## config.mk

```make
export PLATFORM = sky130hd
export DESIGN_NAME = buzzer_pattern_sequencer_core
export DESIGN_NICKNAME = d
export VERILOG_FILES = /design/src/rtl/core/bps_pkg.sv /design/src/rtl/core/buzzer_pattern_sequencer_core.sv /design/src/rtl/core/bps_in_stage.sv /design/src/rtl/core/bps_engine.sv /design/src/rtl/core/bps_out_stage.sv
export VERILOG_INCLUDE_DIRS = /design/src /design/src/rtl/core
export SDC_FILE = /design/constraint.sdc
export NUM_CORES = 2
export LEC_CHECK = 0
export BUFFER_PORTS_ARGS = -buffer_cell sky130_fd_sc_hd__buf_4
export CAP_MARGIN = 40
export CORE_MARGIN = 5
export CORE_UTILIZATION = 60
export DETAILED_ROUTE_END_ITERATION = 12
export PLACE_DENSITY = 0.75
export SLEW_MARGIN = 25
export SYNTH_ARGS = -nofsm -noshare
export SYNTH_HDL_FRONTEND = slang
export SYNTH_HIERARCHICAL = 1
export SYNTH_SLANG_ARGS = --single-unit
```

## constraint.sdc

```tcl
create_clock -name clk -period 17.7 [get_ports clk]
set_input_delay 2.655 -clock clk [delete_from_list [all_inputs] [get_ports clk]]
set_output_delay 2.655 -clock clk [all_outputs]
set_load 0.01 [all_outputs]
```

## src/rtl/core/buzzer_pattern_sequencer_core_defines.svh

```systemverilog
// ----------------------------------------------------------------------------
// Buzzer pattern sequencer assertion macros
// Concurrent check helpers, clocked on clk and disabled during rst.
// ----------------------------------------------------------------------------
`ifndef BUZZER_PATTERN_SEQUENCER_CORE_DEFINES_SVH
`define BUZZER_PATTERN_SEQUENCER_CORE_DEFINES_SVH

`ifndef NO_ASSERTIONS

// Same-cycle implication
`define BPS_ASSERT_IMPLIES(lbl, ante, cons) \
  lbl: assert property (@(posedge clk) disable iff (rst) (ante) |-> (cons)) \
    else $error("buzzer sequencer check failed");

// Next-cycle implication
`define BPS_ASSERT_NEXT(lbl, ante, cons) \
  lbl: assert property (@(posedge clk) disable iff (rst) (ante) |=> (cons)) \
    else $error("buzzer sequencer check failed");

`else

`define BPS_ASSERT_IMPLIES(lbl, ante, cons)
`define BPS_ASSERT_NEXT(lbl, ante, cons)

`endif

`endif

```

## src/rtl/core/bps_pkg.sv

```systemverilog
`timescale 1ns / 1ps
// ----------------------------------------------------------------------------
// Buzzer pattern sequencer package
// Shared types, codes, widths and the millisecond-to-tick conversion.
// ----------------------------------------------------------------------------
package bps_pkg;

  // Field widths
  localparam int MS_W    = 16;
  localparam int TICKS_W = 16;
  localparam int PAT_W   = 13;
  localparam int CNT_W   = 8;
  localparam int CMD_W   = 4;
  localparam int MODE_W  = 3;
  localparam int CFG_W   = 16;
  localparam int IDX_W   = 2;

  // Tick period and reciprocal for ceil(ms / TICK_MS)
  localparam int TICK_MS   = 10;
  localparam int TICK_W    = $clog2(TICK_MS);
  localparam int SUM_W     = MS_W + 1;
  localparam int DIV_SHIFT = SUM_W + TICK_W;
  localparam int RECIP     = ((2 ** DIV_SHIFT) + TICK_MS - 1) / TICK_MS;
  localparam int PROD_W    = DIV_SHIFT + TICKS_W;

  localparam logic [PAT_W-1:0] PAT_MAX = '1;

  // Command codes
  typedef enum logic [CMD_W-1:0] {
    CMD_TICK     = 4'd0,
    CMD_SHORT    = 4'd1,
    CMD_DOUBLE   = 4'd2,
    CMD_LONG     = 4'd3,
    CMD_TONE_ON  = 4'd4,
    CMD_TONE_OFF = 4'd5,
    CMD_TOGGLE   = 4'd6,
    CMD_STOP     = 4'd7,
    CMD_TIMED    = 4'd8,
    CMD_PULSES   = 4'd9,
    CMD_INIT     = 4'd10
  } bps_cmd_t;

  // Sound modes
  typedef enum logic [MODE_W-1:0] {
    MODE_IDLE   = 3'd0,
    MODE_SHORT  = 3'd1,
    MODE_DOUBLE = 3'd2,
    MODE_LONG   = 3'd3,
    MODE_CONT   = 3'd4,
    MODE_PAT    = 3'd5
  } bps_mode_t;

  // Double beep phases
  localparam logic [1:0] PH_FIRST  = 2'd0;
  localparam logic [1:0] PH_GAP    = 2'd1;
  localparam logic [1:0] PH_SECOND = 2'd2;

  // Configuration register indexes
  localparam logic [IDX_W-1:0] REG_SHORT_TICKS = 2'd0;
  localparam logic [IDX_W-1:0] REG_LONG_TICKS  = 2'd1;
  localparam logic [IDX_W-1:0] REG_GAP_TICKS   = 2'd2;
  localparam logic [IDX_W-1:0] REG_SOUND_EN    = 2'd3;

  // Input transaction payload
  typedef struct packed {
    logic [CMD_W-1:0] command;
    logic [MS_W-1:0]  timed_ms;
    logic [MS_W-1:0]  on_ms;
    logic [MS_W-1:0]  off_ms;
    logic [CNT_W-1:0] pulse_count;
    logic [MS_W-1:0]  repeat_ms;
  } bps_in_t;

  // Output transaction payload
  typedef struct packed {
    logic              sound_on;
    logic [MODE_W-1:0] mode;
  } bps_out_t;

  // Command held in the input register, times already in ticks
  typedef struct packed {
    logic [CMD_W-1:0]   command;
    logic [TICKS_W-1:0] dur_ticks;
    logic [PAT_W-1:0]   high_ticks;
    logic [PAT_W-1:0]   low_ticks;
    logic [PAT_W-1:0]   rep_ticks;
    logic [CNT_W-1:0]   pulse_count;
  } bps_item_t;

  // ceil(ms / TICK_MS), at least one tick
  function automatic logic [TICKS_W-1:0] ms_to_ticks(input logic [MS_W-1:0] ms);
    logic [SUM_W-1:0]   sum;
    logic [PROD_W-1:0]  prod;
    logic [TICKS_W-1:0] q;
    sum  = SUM_W'(ms) + SUM_W'(TICK_MS - 1);
    prod = PROD_W'(sum) * PROD_W'(RECIP);
    q    = prod[DIV_SHIFT +: TICKS_W];
    if (q == '0) begin
      q = TICKS_W'(1);
    end
    return q;
  endfunction

  // Clamp a tick count to the pattern counter range
  function automatic logic [PAT_W-1:0] sat_ticks(input logic [TICKS_W-1:0] t);
    logic [PAT_W-1:0] r;
    if (t > TICKS_W'(PAT_MAX)) begin
      r = PAT_MAX;
    end else begin
      r = t[PAT_W-1:0];
    end
    return r;
  endfunction

endpackage

```

## src/rtl/core/buzzer_pattern_sequencer_core.sv

```systemverilog
`timescale 1ns / 1ps
// ----------------------------------------------------------------------------
// Buzzer pattern sequencer core
// Command-driven buzzer sequencer: one result transaction per command.
// ----------------------------------------------------------------------------
// Each command transaction (a 10 ms tick or a sound command) yields exactly one
// result with the buzzer level and the sound mode after that command. Millisecond
// times become tick counts through a constant reciprocal multiply as a command
// enters the input register; once the result register has room, the engine
// applies it in a single state update and the result register captures the
// outcome. A command is taken every cycle while the sink keeps up; a result
// left waiting holds the input register, and the input stalls only while both
// registers are full.
// Configuration writes take effect at once and belong between transactions.
`include "buzzer_pattern_sequencer_core_defines.svh"

module buzzer_pattern_sequencer_core (
  input  logic                      clk,
  input  logic                      rst,
  input  logic                      in_valid,
  output logic                      in_ready,
  input  bps_pkg::bps_in_t          in_data,
  output logic                      out_valid,
  input  logic                      out_ready,
  output bps_pkg::bps_out_t         out_data,
  input  logic                      cfg_we,
  input  logic [bps_pkg::IDX_W-1:0] cfg_index,
  input  logic [bps_pkg::CFG_W-1:0] cfg_data
);

  logic               stage_valid;
  bps_pkg::bps_item_t stage_item;
  bps_pkg::bps_out_t  result;
  logic               space;
  logic               advance;
  logic               result_idle;

  // Move a command through when the result register has room
  assign advance = stage_valid && space;

  bps_in_stage u_in (
    .clk         (clk),
    .rst         (rst),
    .in_valid    (in_valid),
    .in_ready    (in_ready),
    .in_data     (in_data),
    .take        (advance),
    .stage_valid (stage_valid),
    .stage_item  (stage_item)
  );

  bps_engine u_engine (
    .clk       (clk),
    .rst       (rst),
    .cfg_we    (cfg_we),
    .cfg_index (cfg_index),
    .cfg_data  (cfg_data),
    .step      (advance),
    .item      (stage_item),
    .result    (result)
  );

  bps_out_stage u_out (
    .clk       (clk),
    .rst       (rst),
    .load      (advance),
    .result    (result),
    .space     (space),
    .out_valid (out_valid),
    .out_ready (out_ready),
    .out_data  (out_data)
  );

  // Checks
  assign result_idle = (out_data.mode == 3'(bps_pkg::MODE_IDLE));

  `BPS_ASSERT_IMPLIES(a_idle_silent, out_valid && result_idle, !out_data.sound_on)
  `BPS_ASSERT_IMPLIES(a_stall_cause, !in_ready, stage_valid && out_valid && !out_ready)
  `BPS_ASSERT_NEXT(a_accept_held, in_valid && in_ready, stage_valid)

endmodule

```

## src/rtl/core/bps_in_stage.sv

```systemverilog
`timescale 1ns / 1ps
// ----------------------------------------------------------------------------
// Buzzer sequencer input stage
// Registers one command transaction and converts its times to ticks.
// ----------------------------------------------------------------------------
module bps_in_stage (
  input  logic              clk,
  input  logic              rst,
  input  logic              in_valid,
  output logic              in_ready,
  input  bps_pkg::bps_in_t  in_data,
  input  logic              take,
  output logic              stage_valid,
  output bps_pkg::bps_item_t stage_item
);

  bps_pkg::bps_item_t conv;

  // Accept when empty or when the held command moves on this cycle
  assign in_ready = !stage_valid || take;

  // Convert millisecond fields to tick counts
  always_comb begin
    conv.command     = in_data.command;
    conv.dur_ticks   = bps_pkg::ms_to_ticks(in_data.timed_ms);
    conv.high_ticks  = bps_pkg::sat_ticks(bps_pkg::ms_to_ticks(in_data.on_ms));
    conv.low_ticks   = bps_pkg::sat_ticks(bps_pkg::ms_to_ticks(in_data.off_ms));
    if (in_data.repeat_ms == '0) begin
      conv.rep_ticks = '0;
    end else begin
      conv.rep_ticks = bps_pkg::sat_ticks(bps_pkg::ms_to_ticks(in_data.repeat_ms));
    end
    conv.pulse_count = in_data.pulse_count;
  end

  // Hold valid flag
  always_ff @(posedge clk) begin
    if (rst) begin
      stage_valid <= 1'b0;
    end else if (in_ready) begin
      stage_valid <= in_valid;
    end
  end

  // Capture payload on accept
  always_ff @(posedge clk) begin
    if (in_valid && in_ready) begin
      stage_item <= conv;
    end
  end

endmodule

```

## src/rtl/core/bps_engine.sv

```systemverilog
`timescale 1ns / 1ps
// ----------------------------------------------------------------------------
// Buzzer sequencer engine
// Configuration registers, sound state and the per-command state update.
// ----------------------------------------------------------------------------
module bps_engine (
  input  logic                          clk,
  input  logic                          rst,
  input  logic                          cfg_we,
  input  logic [bps_pkg::IDX_W-1:0]     cfg_index,
  input  logic [bps_pkg::CFG_W-1:0]     cfg_data,
  input  logic                          step,
  input  bps_pkg::bps_item_t            item,
  output bps_pkg::bps_out_t             result
);

  // Configuration
  logic [bps_pkg::TICKS_W-1:0] short_beep_ticks;
  logic [bps_pkg::TICKS_W-1:0] long_beep_ticks;
  logic [bps_pkg::TICKS_W-1:0] gap_ticks;
  logic                        sound_enable;

  // Sound state
  bps_pkg::bps_mode_t          mode_reg, mode_reg_next;
  logic [bps_pkg::TICKS_W-1:0] beep_count, beep_count_next;
  logic [1:0]                  double_phase, double_phase_next;
  logic                        tone_phase, tone_phase_next;
  logic [bps_pkg::PAT_W-1:0]   pat_high_ticks, pat_high_ticks_next;
  logic [bps_pkg::PAT_W-1:0]   pat_low_ticks, pat_low_ticks_next;
  logic [bps_pkg::PAT_W-1:0]   pat_repeat_ticks, pat_repeat_ticks_next;
  logic [bps_pkg::PAT_W-1:0]   pat_count, pat_count_next;
  logic [bps_pkg::PAT_W-1:0]   repeat_count, repeat_count_next;
  logic [bps_pkg::CNT_W-1:0]   burst_total, burst_total_next;
  logic [bps_pkg::CNT_W-1:0]   pulses_left, pulses_left_next;
  logic                        resume_valid, resume_valid_next;
  logic                        resume_is_pattern, resume_is_pattern_next;
  logic [bps_pkg::PAT_W-1:0]   resume_on, resume_on_next;
  logic [bps_pkg::PAT_W-1:0]   resume_off, resume_off_next;
  logic [bps_pkg::PAT_W-1:0]   resume_repeat, resume_repeat_next;
  logic [bps_pkg::CNT_W-1:0]   resume_pulses, resume_pulses_next;

  logic do_end;
  logic do_load;
  logic in_beep;
  logic level;

  assign in_beep = (mode_reg == bps_pkg::MODE_SHORT) || (mode_reg == bps_pkg::MODE_DOUBLE)
                || (mode_reg == bps_pkg::MODE_LONG);

  // Write configuration registers
  always_ff @(posedge clk) begin
    if (rst) begin
      short_beep_ticks <= bps_pkg::TICKS_W'(1);
      long_beep_ticks  <= bps_pkg::TICKS_W'(10);
      gap_ticks        <= bps_pkg::TICKS_W'(10);
      sound_enable     <= 1'b1;
    end else if (cfg_we) begin
      unique case (cfg_index)
        bps_pkg::REG_SHORT_TICKS: short_beep_ticks <= cfg_data;
        bps_pkg::REG_LONG_TICKS:  long_beep_ticks  <= cfg_data;
        bps_pkg::REG_GAP_TICKS:   gap_ticks        <= cfg_data;
        bps_pkg::REG_SOUND_EN:    sound_enable     <= cfg_data[0];
      endcase
    end
  end

  // Next state for one command
  always_comb begin
    mode_reg_next          = mode_reg;
    beep_count_next        = beep_count;
    double_phase_next      = double_phase;
    tone_phase_next        = tone_phase;
    pat_high_ticks_next    = pat_high_ticks;
    pat_low_ticks_next     = pat_low_ticks;
    pat_repeat_ticks_next  = pat_repeat_ticks;
    pat_count_next         = pat_count;
    repeat_count_next      = repeat_count;
    burst_total_next       = burst_total;
    pulses_left_next       = pulses_left;
    resume_valid_next      = resume_valid;
    resume_is_pattern_next = resume_is_pattern;
    resume_on_next         = resume_on;
    resume_off_next        = resume_off;
    resume_repeat_next     = resume_repeat;
    resume_pulses_next     = resume_pulses;
    do_end                 = 1'b0;
    do_load                = 1'b0;

    unique case (item.command)
      bps_pkg::CMD_TICK: begin
        unique case (mode_reg)
          bps_pkg::MODE_IDLE, bps_pkg::MODE_CONT: begin
          end
          bps_pkg::MODE_SHORT, bps_pkg::MODE_LONG: begin
            if (beep_count != '0) begin
              beep_count_next = beep_count - bps_pkg::TICKS_W'(1);
            end else begin
              do_end = 1'b1;
            end
          end
          bps_pkg::MODE_DOUBLE: begin
            if (beep_count != '0) begin
              beep_count_next = beep_count - bps_pkg::TICKS_W'(1);
            end else if (double_phase == bps_pkg::PH_FIRST) begin
              double_phase_next = bps_pkg::PH_GAP;
              beep_count_next   = gap_ticks;
            end else if (double_phase == bps_pkg::PH_GAP) begin
              double_phase_next = bps_pkg::PH_SECOND;
              beep_count_next   = short_beep_ticks;
            end else begin
              // second beep done, or an out-of-range phase
              double_phase_next = bps_pkg::PH_FIRST;
              do_end            = 1'b1;
            end
          end
          bps_pkg::MODE_PAT: begin
            if (pat_count != '0) begin
              pat_count_next = pat_count - bps_pkg::PAT_W'(1);
            end else if (tone_phase) begin
              tone_phase_next = 1'b0;
              pat_count_next  = pat_low_ticks;
              if (pulses_left != '0) begin
                pulses_left_next = pulses_left - bps_pkg::CNT_W'(1);
              end
            end else if (pulses_left != '0) begin
              tone_phase_next = 1'b1;
              pat_count_next  = pat_high_ticks;
            end else if (pat_repeat_ticks == '0) begin
              mode_reg_next = bps_pkg::MODE_IDLE;
            end else if (repeat_count < pat_repeat_ticks) begin
              repeat_count_next = repeat_count + bps_pkg::PAT_W'(1);
              pat_count_next    = bps_pkg::PAT_W'(1);
            end else begin
              do_load = 1'b1;
            end
          end
          default: begin
            mode_reg_next = bps_pkg::MODE_IDLE;
          end
        endcase
      end
      bps_pkg::CMD_SHORT, bps_pkg::CMD_DOUBLE, bps_pkg::CMD_LONG: begin
        // save a running tone or repeating pattern
        if (!in_beep) begin
          resume_valid_next = 1'b0;
          if (mode_reg == bps_pkg::MODE_CONT) begin
            resume_valid_next      = 1'b1;
            resume_is_pattern_next = 1'b0;
          end else if (mode_reg == bps_pkg::MODE_PAT && pat_repeat_ticks != '0) begin
            resume_valid_next      = 1'b1;
            resume_is_pattern_next = 1'b1;
            resume_on_next         = pat_high_ticks;
            resume_off_next        = pat_low_ticks;
            resume_repeat_next     = pat_repeat_ticks;
            resume_pulses_next     = burst_total;
          end
        end
        if (item.command == bps_pkg::CMD_LONG) begin
          mode_reg_next   = bps_pkg::MODE_LONG;
          beep_count_next = long_beep_ticks;
        end else if (item.command == bps_pkg::CMD_DOUBLE) begin
          mode_reg_next   = bps_pkg::MODE_DOUBLE;
          beep_count_next = short_beep_ticks;
        end else begin
          mode_reg_next   = bps_pkg::MODE_SHORT;
          beep_count_next = short_beep_ticks;
        end
        double_phase_next = bps_pkg::PH_FIRST;
      end
      bps_pkg::CMD_TONE_ON: begin
        resume_valid_next = 1'b0;
        mode_reg_next     = bps_pkg::MODE_CONT;
        beep_count_next   = '0;
        double_phase_next = bps_pkg::PH_FIRST;
      end
      bps_pkg::CMD_TONE_OFF: begin
        if (mode_reg == bps_pkg::MODE_CONT) begin
          mode_reg_next     = bps_pkg::MODE_IDLE;
          resume_valid_next = 1'b0;
        end
      end
      bps_pkg::CMD_TOGGLE: begin
        if (mode_reg == bps_pkg::MODE_CONT) begin
          mode_reg_next     = bps_pkg::MODE_IDLE;
          resume_valid_next = 1'b0;
        end else begin
          resume_valid_next = 1'b0;
          mode_reg_next     = bps_pkg::MODE_CONT;
          beep_count_next   = '0;
          double_phase_next = bps_pkg::PH_FIRST;
        end
      end
      bps_pkg::CMD_STOP: begin
        if (mode_reg == bps_pkg::MODE_PAT) begin
          mode_reg_next     = bps_pkg::MODE_IDLE;
          resume_valid_next = 1'b0;
        end
      end
      bps_pkg::CMD_TIMED: begin
        // timed one-shot leaves any saved context alone
        mode_reg_next     = bps_pkg::MODE_LONG;
        beep_count_next   = item.dur_ticks;
        double_phase_next = bps_pkg::PH_FIRST;
      end
      bps_pkg::CMD_PULSES: begin
        if (item.pulse_count == '0) begin
          if (mode_reg == bps_pkg::MODE_PAT) begin
            mode_reg_next     = bps_pkg::MODE_IDLE;
            resume_valid_next = 1'b0;
          end
        end else begin
          resume_valid_next     = 1'b0;
          pat_high_ticks_next   = item.high_ticks;
          pat_low_ticks_next    = item.low_ticks;
          pat_repeat_ticks_next = item.rep_ticks;
          burst_total_next      = item.pulse_count;
          do_load               = 1'b1;
        end
      end
      bps_pkg::CMD_INIT: begin
        mode_reg_next     = bps_pkg::MODE_IDLE;
        beep_count_next   = '0;
        double_phase_next = bps_pkg::PH_FIRST;
      end
      default: begin
      end
    endcase

    // End of a one-shot: resume saved sound or drop to idle
    if (do_end) begin
      if (!resume_valid) begin
        mode_reg_next = bps_pkg::MODE_IDLE;
      end else begin
        resume_valid_next = 1'b0;
        if (!resume_is_pattern) begin
          mode_reg_next     = bps_pkg::MODE_CONT;
          beep_count_next   = '0;
          double_phase_next = bps_pkg::PH_FIRST;
        end else if (resume_pulses != '0) begin
          pat_high_ticks_next   = resume_on;
          pat_low_ticks_next    = resume_off;
          pat_repeat_ticks_next = resume_repeat;
          burst_total_next      = resume_pulses;
          do_load               = 1'b1;
        end else begin
          mode_reg_next = bps_pkg::MODE_IDLE;
        end
      end
    end

    // Restart the pulse train from its first pulse
    if (do_load) begin
      pulses_left_next  = burst_total_next;
      tone_phase_next   = 1'b1;
      pat_count_next    = pat_high_ticks_next;
      repeat_count_next = '0;
      mode_reg_next     = bps_pkg::MODE_PAT;
    end
  end

  // Drive level after the step
  always_comb begin
    unique case (mode_reg_next)
      bps_pkg::MODE_SHORT, bps_pkg::MODE_LONG, bps_pkg::MODE_CONT: level = 1'b1;
      bps_pkg::MODE_DOUBLE: level = (double_phase_next != bps_pkg::PH_GAP);
      bps_pkg::MODE_PAT:    level = tone_phase_next;
      default:              level = 1'b0;
    endcase
  end

  assign result.sound_on = level & sound_enable;
  assign result.mode     = mode_reg_next;

  // Advance state on each command
  always_ff @(posedge clk) begin
    if (rst) begin
      mode_reg          <= bps_pkg::MODE_IDLE;
      beep_count        <= '0;
      double_phase      <= '0;
      tone_phase        <= 1'b0;
      pat_high_ticks    <= '0;
      pat_low_ticks     <= '0;
      pat_repeat_ticks  <= '0;
      pat_count         <= '0;
      repeat_count      <= '0;
      burst_total       <= '0;
      pulses_left       <= '0;
      resume_valid      <= 1'b0;
      resume_is_pattern <= 1'b0;
      resume_on         <= '0;
      resume_off        <= '0;
      resume_repeat     <= '0;
      resume_pulses     <= '0;
    end else if (step) begin
      mode_reg          <= mode_reg_next;
      beep_count        <= beep_count_next;
      double_phase      <= double_phase_next;
      tone_phase        <= tone_phase_next;
      pat_high_ticks    <= pat_high_ticks_next;
      pat_low_ticks     <= pat_low_ticks_next;
      pat_repeat_ticks  <= pat_repeat_ticks_next;
      pat_count         <= pat_count_next;
      repeat_count      <= repeat_count_next;
      burst_total       <= burst_total_next;
      pulses_left       <= pulses_left_next;
      resume_valid      <= resume_valid_next;
      resume_is_pattern <= resume_is_pattern_next;
      resume_on         <= resume_on_next;
      resume_off        <= resume_off_next;
      resume_repeat     <= resume_repeat_next;
      resume_pulses     <= resume_pulses_next;
    end
  end

endmodule

```

## src/rtl/core/bps_out_stage.sv

```systemverilog
`timescale 1ns / 1ps
// ----------------------------------------------------------------------------
// Buzzer sequencer output stage
// Result register that holds a transaction until the sink takes it.
// ----------------------------------------------------------------------------
module bps_out_stage (
  input  logic              clk,
  input  logic              rst,
  input  logic              load,
  input  bps_pkg::bps_out_t result,
  output logic              space,
  output logic              out_valid,
  input  logic              out_ready,
  output bps_pkg::bps_out_t out_data
);

  // Room when empty or when the held result leaves this cycle
  assign space = !out_valid || out_ready;

  // Track the held result
  always_ff @(posedge clk) begin
    if (rst) begin
      out_valid <= 1'b0;
    end else if (load) begin
      out_valid <= 1'b1;
    end else if (out_ready) begin
      out_valid <= 1'b0;
    end
  end

  // Capture a new result
  always_ff @(posedge clk) begin
    if (load) begin
      out_data <= result;
    end
  end

endmodule

```

* After elaboration in Yosys (flattened, before gate mapping)
Index checks and enable logic that the tools add are counted.
** Word-level totals
- Flip-flop bits (word level) :: 274
- Logic and storage cells :: 256
- Output and inout bits :: 6
- Input port bits :: 99
** Cells by class
- Reduce and logical (&&, ||, !) cells :: 49
- Multipliers :: 4
- $lt $le $gt $ge :: 4
- Eq/ne operators :: 30
- Mux-type cells :: 126
- Add/sub/neg operators :: 8
- Bitwise gates (word level) :: 3
** Operator list (number)
- $mux 13 :: 35
- $mux 16 :: 10
- $mul 17x16->33 const B :: 4
- $mux 8 :: 12
- $pmux 16 s5 :: 1
- $add 16x4->17 const B :: 4
- $logic_not 14->1 :: 4
- $mux 14 :: 3
- $mux 3 :: 14
- $mux 1 :: 34
- $pmux 16 s2 :: 1
- $gt 14x13->1 const B :: 2
- $pmux 3 s9 :: 1
- $reduce_bool 13->1 :: 2
- $mux 2 :: 9
- $eq 4x3->1 const B :: 4
- $gt 16x13->1 const B :: 1
- $logic_not 16->1 :: 1
- $reduce_bool 16->1 :: 1
- $reduce_bool 8->1 :: 2
- $sub 16x1->16 const B :: 1
- $reduce_bool 2->1 :: 7
- $add 13x1->13 const B :: 1
- $logic_not 13->1 :: 1
- other kinds (38) :: 69

* Logic depth before layout (Yosys ltp)
- Word-level depth :: 17
- Mapped depth :: 28

* Cells and area by module
The synthesis kept the hierarchy.
** By module, submodules not included
- bps_in_stage :: instances 1, seq. area each 1971.9 um2, cells each 2303, area each 22669.2 um2
- bps_engine :: instances 1, seq. area each 4023.9 um2, cells each 1486, area each 11148.2 um2
- bps_out_stage :: instances 1, seq. area each 140.1 um2, cells each 8, area each 166.4 um2
- buzzer_pattern_sequencer_core :: instances 1, seq. area each 0.0 um2, cells each 1, area each 6.3 um2

* Worst setup path after synthesis
Ideal clock, no wire load.
- Path type :: in2reg
- Start :: in in_data[40] (netlist name)
- End :: reg u_in/stage_item[36] (netlist name)
- Required time :: 17.445 ns
- Data arrival time :: 9.146 ns
- Slack :: 8.299 ns
- Cell stages on the path :: 27
- Setup time :: 0.255 ns
- Cell sequence :: ha_1 > a21oi_1 > nor2_1 > nand3_1 > nor2_1 > xor2_1 > ha_1 > fa_1 > fa_1 > inv_1 > fa_1 > inv_1 > fa_1 > inv_1 > fa_1 > inv_1 > ha_1 > buf_1 > nand4_1 > and2_1 > a41oi_1 > nand2_1 > o31ai_1 > a31oi_1 > o211ai_1 > clkbuf_1 > a21bo_2
** On the way
- Word-level cells in the longest chain between the ends :: 5
** Ends and longest elaborated chain
- start, declared :: RTL line buzzer_pattern_sequencer_core.sv:22 : input bps_pkg::bps_in_t in_data,
- $add 16x4->17 (*) :: RTL line bps_pkg.sv:95 : sum = SUM_W'(ms) + SUM_W'(TICK_MS - 1);
- $mul 17x16->33 (*) :: RTL line bps_pkg.sv:96 : prod = PROD_W'(sum) * PROD_W'(RECIP);
- $logic_not 14->1 :: RTL line bps_pkg.sv:98 : if (q == '0) begin
- $mux 14 (*) :: RTL line bps_pkg.sv:98
- $gt 14x13->1 :: RTL line bps_pkg.sv:107 : if (t > TICKS_W'(PAT_MAX)) begin
Mark *: on every way between the ends. The rest lies on a longest branch, timed or not.
A chain may end at the register's enable or synchronous reset.

* Worst setup path after layout
- Start :: in in_data[40] (netlist name)
- End :: reg u_in/stage_item[34] (netlist name)
** On the way
- Word-level cells in the longest chain between the ends :: 5
** Ends and longest elaborated chain (RTL line)
- $add 16x4->17 (*) :: bps_pkg.sv:95
- $mul 17x16->33 (*) :: bps_pkg.sv:96
- $logic_not 14->1 :: bps_pkg.sv:98
- $mux 14 (*) :: bps_pkg.sv:98
- $gt 14x13->1 :: bps_pkg.sv:107
Marked as above.

==> flow_summary.toml <==
[synth]
ys_ff_latch = 272
synthesis.area_um2 = 34000
avgSynthCellArea_um2 = 8.95
synth.area.top_cells = "fa_1 21%, ha_1 20%, dfxtp_1 12%"
yosysTopAreaCell = "fa_1"
ys_types = 98
synth_top_area_frac = 0.206
synth_edf_count = 69
async_flop_share = 0
ys_seq_area_frac = 0.181
ys_warn_count = 6
netlist_instances = 3798
ys.flop_type = "dfxtp_1"

[placed_design]
gp_congestion = 0.980
hpwl_mm = 66.6
portBuffers = 104

[power]
power_density_nw_per_um2 = 212
irDropWorstVdd_v = 0.000219
cellLeakagePower_nw = 17.6

[floorplan]
dieArea_um2 = 61500
fp.dieH_um = 248
die-width_um = 248
core_area_um2 = 56300
initial_core_util = 0.604
rows = 87
io_pins = 105

[clock_network]
htree_levels = 1
cts_tree = "done"
numCtsBuffers = 28
clk_pin_slew_ns = 0.06
cts-root-buf = "clkbuf_16"
postCtsSetupRepairBufs = 0
clock_path_buffers = 3
clock_sinks = 272
cts_hold_buf = 0
cts_resized = 0
worst_skew_pair.late_latency_ns = 0.58

[sta]
relSlewSlack = 0.393
fin_crit_ns = 9.62
rsz0062_at_grt = "false"
worstMarginPinSlew_ns = 0.909
max_freq_mhz = 104
fin_setup_tns_ns = 0
fin_crit_sh = 0.543
skew_ns = 0.0327
hold_violations = 0
setup_violations = 0
drv_slew = 0

[detailed_routing]
ant_nets = 0
dr_total_vias = 26800
via_per_inst = 5.80
dr.pass1.iters = 6
wl_per_cell_um = 17.9
drc = 0
wl_mm = 82.6
drt_iter0_drc = 1803

[worst_setup_path]
crit_fanout = 13
cp.arrival_ns = 9.89
crit_type = "in2reg"
cp-end-kind = "flop"
required_ns = 17.97
cp-start-kind = "primary input"

[global_routing]
grt-ovfl-total = 0
antenna_found_initial = 0
grt_max_degree = 79
grt_pass1_vias = 26800
grt_pass1_wl_mm = 137
grt.total_usage = 0.268

[finish]
largest_register = "u_in/stage_item"
final_cell_mix = "663 x inv_1, 555 x ha_1, 363 x nand2_1"
layout_commonest_cell = "inv_1"
area_growth_pct = 7.55
largest_reg_flops = 65
nNetsFinal = 4848
drive_gt1_frac = 0.0626
antenna_cells = 0
final_util = 0.650

[status]
status = "complete, no violations"

[job]
maxCapViolations = 0

[min_path]
hold_path.class = "reg2reg"
stage by stage:
step	std cells	power [mW]	instance area, um^2	hold slack, ns	setup slack, ns
CTS	4615	7.72	36500	0.455	8.09
global placement	4559	6.96	35500	0.442	7.65
global route	4622	8.67	36600	0.469	7.43
finish	4622	7.74	36600	0.455	8.08
detailed placement	4563	7.05	35500	0.447	7.52
floorplan	3799	5.60	34000	0.434	8.30
worst paths after layout:
check | depth (start not counted) | startpoint | to | slack [ns]
worst max-delay path | 25 | in_data[40] | u_in/stage_item[34] | 8.08
worst max register to register | 11 | u_engine/beep_count[0] | u_engine/pulses_left[4] | 13.90
worst min-delay path | 2 | u_engine/resume_off[5] | u_engine/resume_off[5] | 0.45
worst min register to register | 2 | u_engine/resume_off[5] | u_engine/resume_off[5] | 0.45
cells in the mapped netlist (40+ instances only):
master,n
nand2_1,363
dfxtp_1,203
xor2_1,63
nor2_1,195
clkbuf_1,102
o211ai_1,40
a211oi_1,57
edfxtp_1,69
xnor2_1,82
inv_1,663
ha_1,555
nand3_1,69
a21oi_1,255
o21ai_0,96
fa_1,350
mux2i_1,66
and3_1,43
kinds of logic after synthesis:
group           after synthesis  synth area share
mux                          77            0.0231
simple gates                919             0.130
buf+inv                     789            0.0877
xor+xnor                    145            0.0374
flops                       272             0.181
other cells                   1          0.000110
fa+ha+maj                   906             0.411
compound gates              689             0.130
power by group:
group	switching [mW]	internal, mW
Combinational	3.61	2.62
Clock	0.251	0.348
Sequential	0.0421	0.878
layer usage:
metal	part of all wire	track usage
met1	0.46	0.387
met2	0.46	0.436
met3	0.062	0.0371
met4	0.022	0.0583
met5	0	0
worst max-delay path: stages:
cell and delay (ns):
buf_4 0.13, and3_1 0.19, o21ai_0 0.27, nor2_1 0.14, nand2_1 0.13, nor2_1 0.07, xnor2_1 0.44, ha_1 0.38
inv_1 0.13, fa_1 0.44, fa_1 0.46, fa_1 0.49, inv_1 0.05, fa_1 0.45, ha_1 0.30, ha_1 0.35
a21o_1 0.21, a31oi_1 0.21, and2_1 0.22, a41oi_1 0.33, nand2_1 0.15, o31ai_1 0.63, a31oi_1 0.17, o211ai_1 0.64
o311ai_0 0.25
layout make-up:
class / instances / area (um^2)
repair buffers: 141 / 1100
clock inverters: 12 / 138
well taps: 756 / 946
inverters: 663 / 2490
flip-flops and latches: 272 / 6140
multi-input cells: 2738 / 24900
clock buffers: 40 / 808
fillers: 4635 / 19700
No activity file was read; power rests on OpenSTA's default activity.
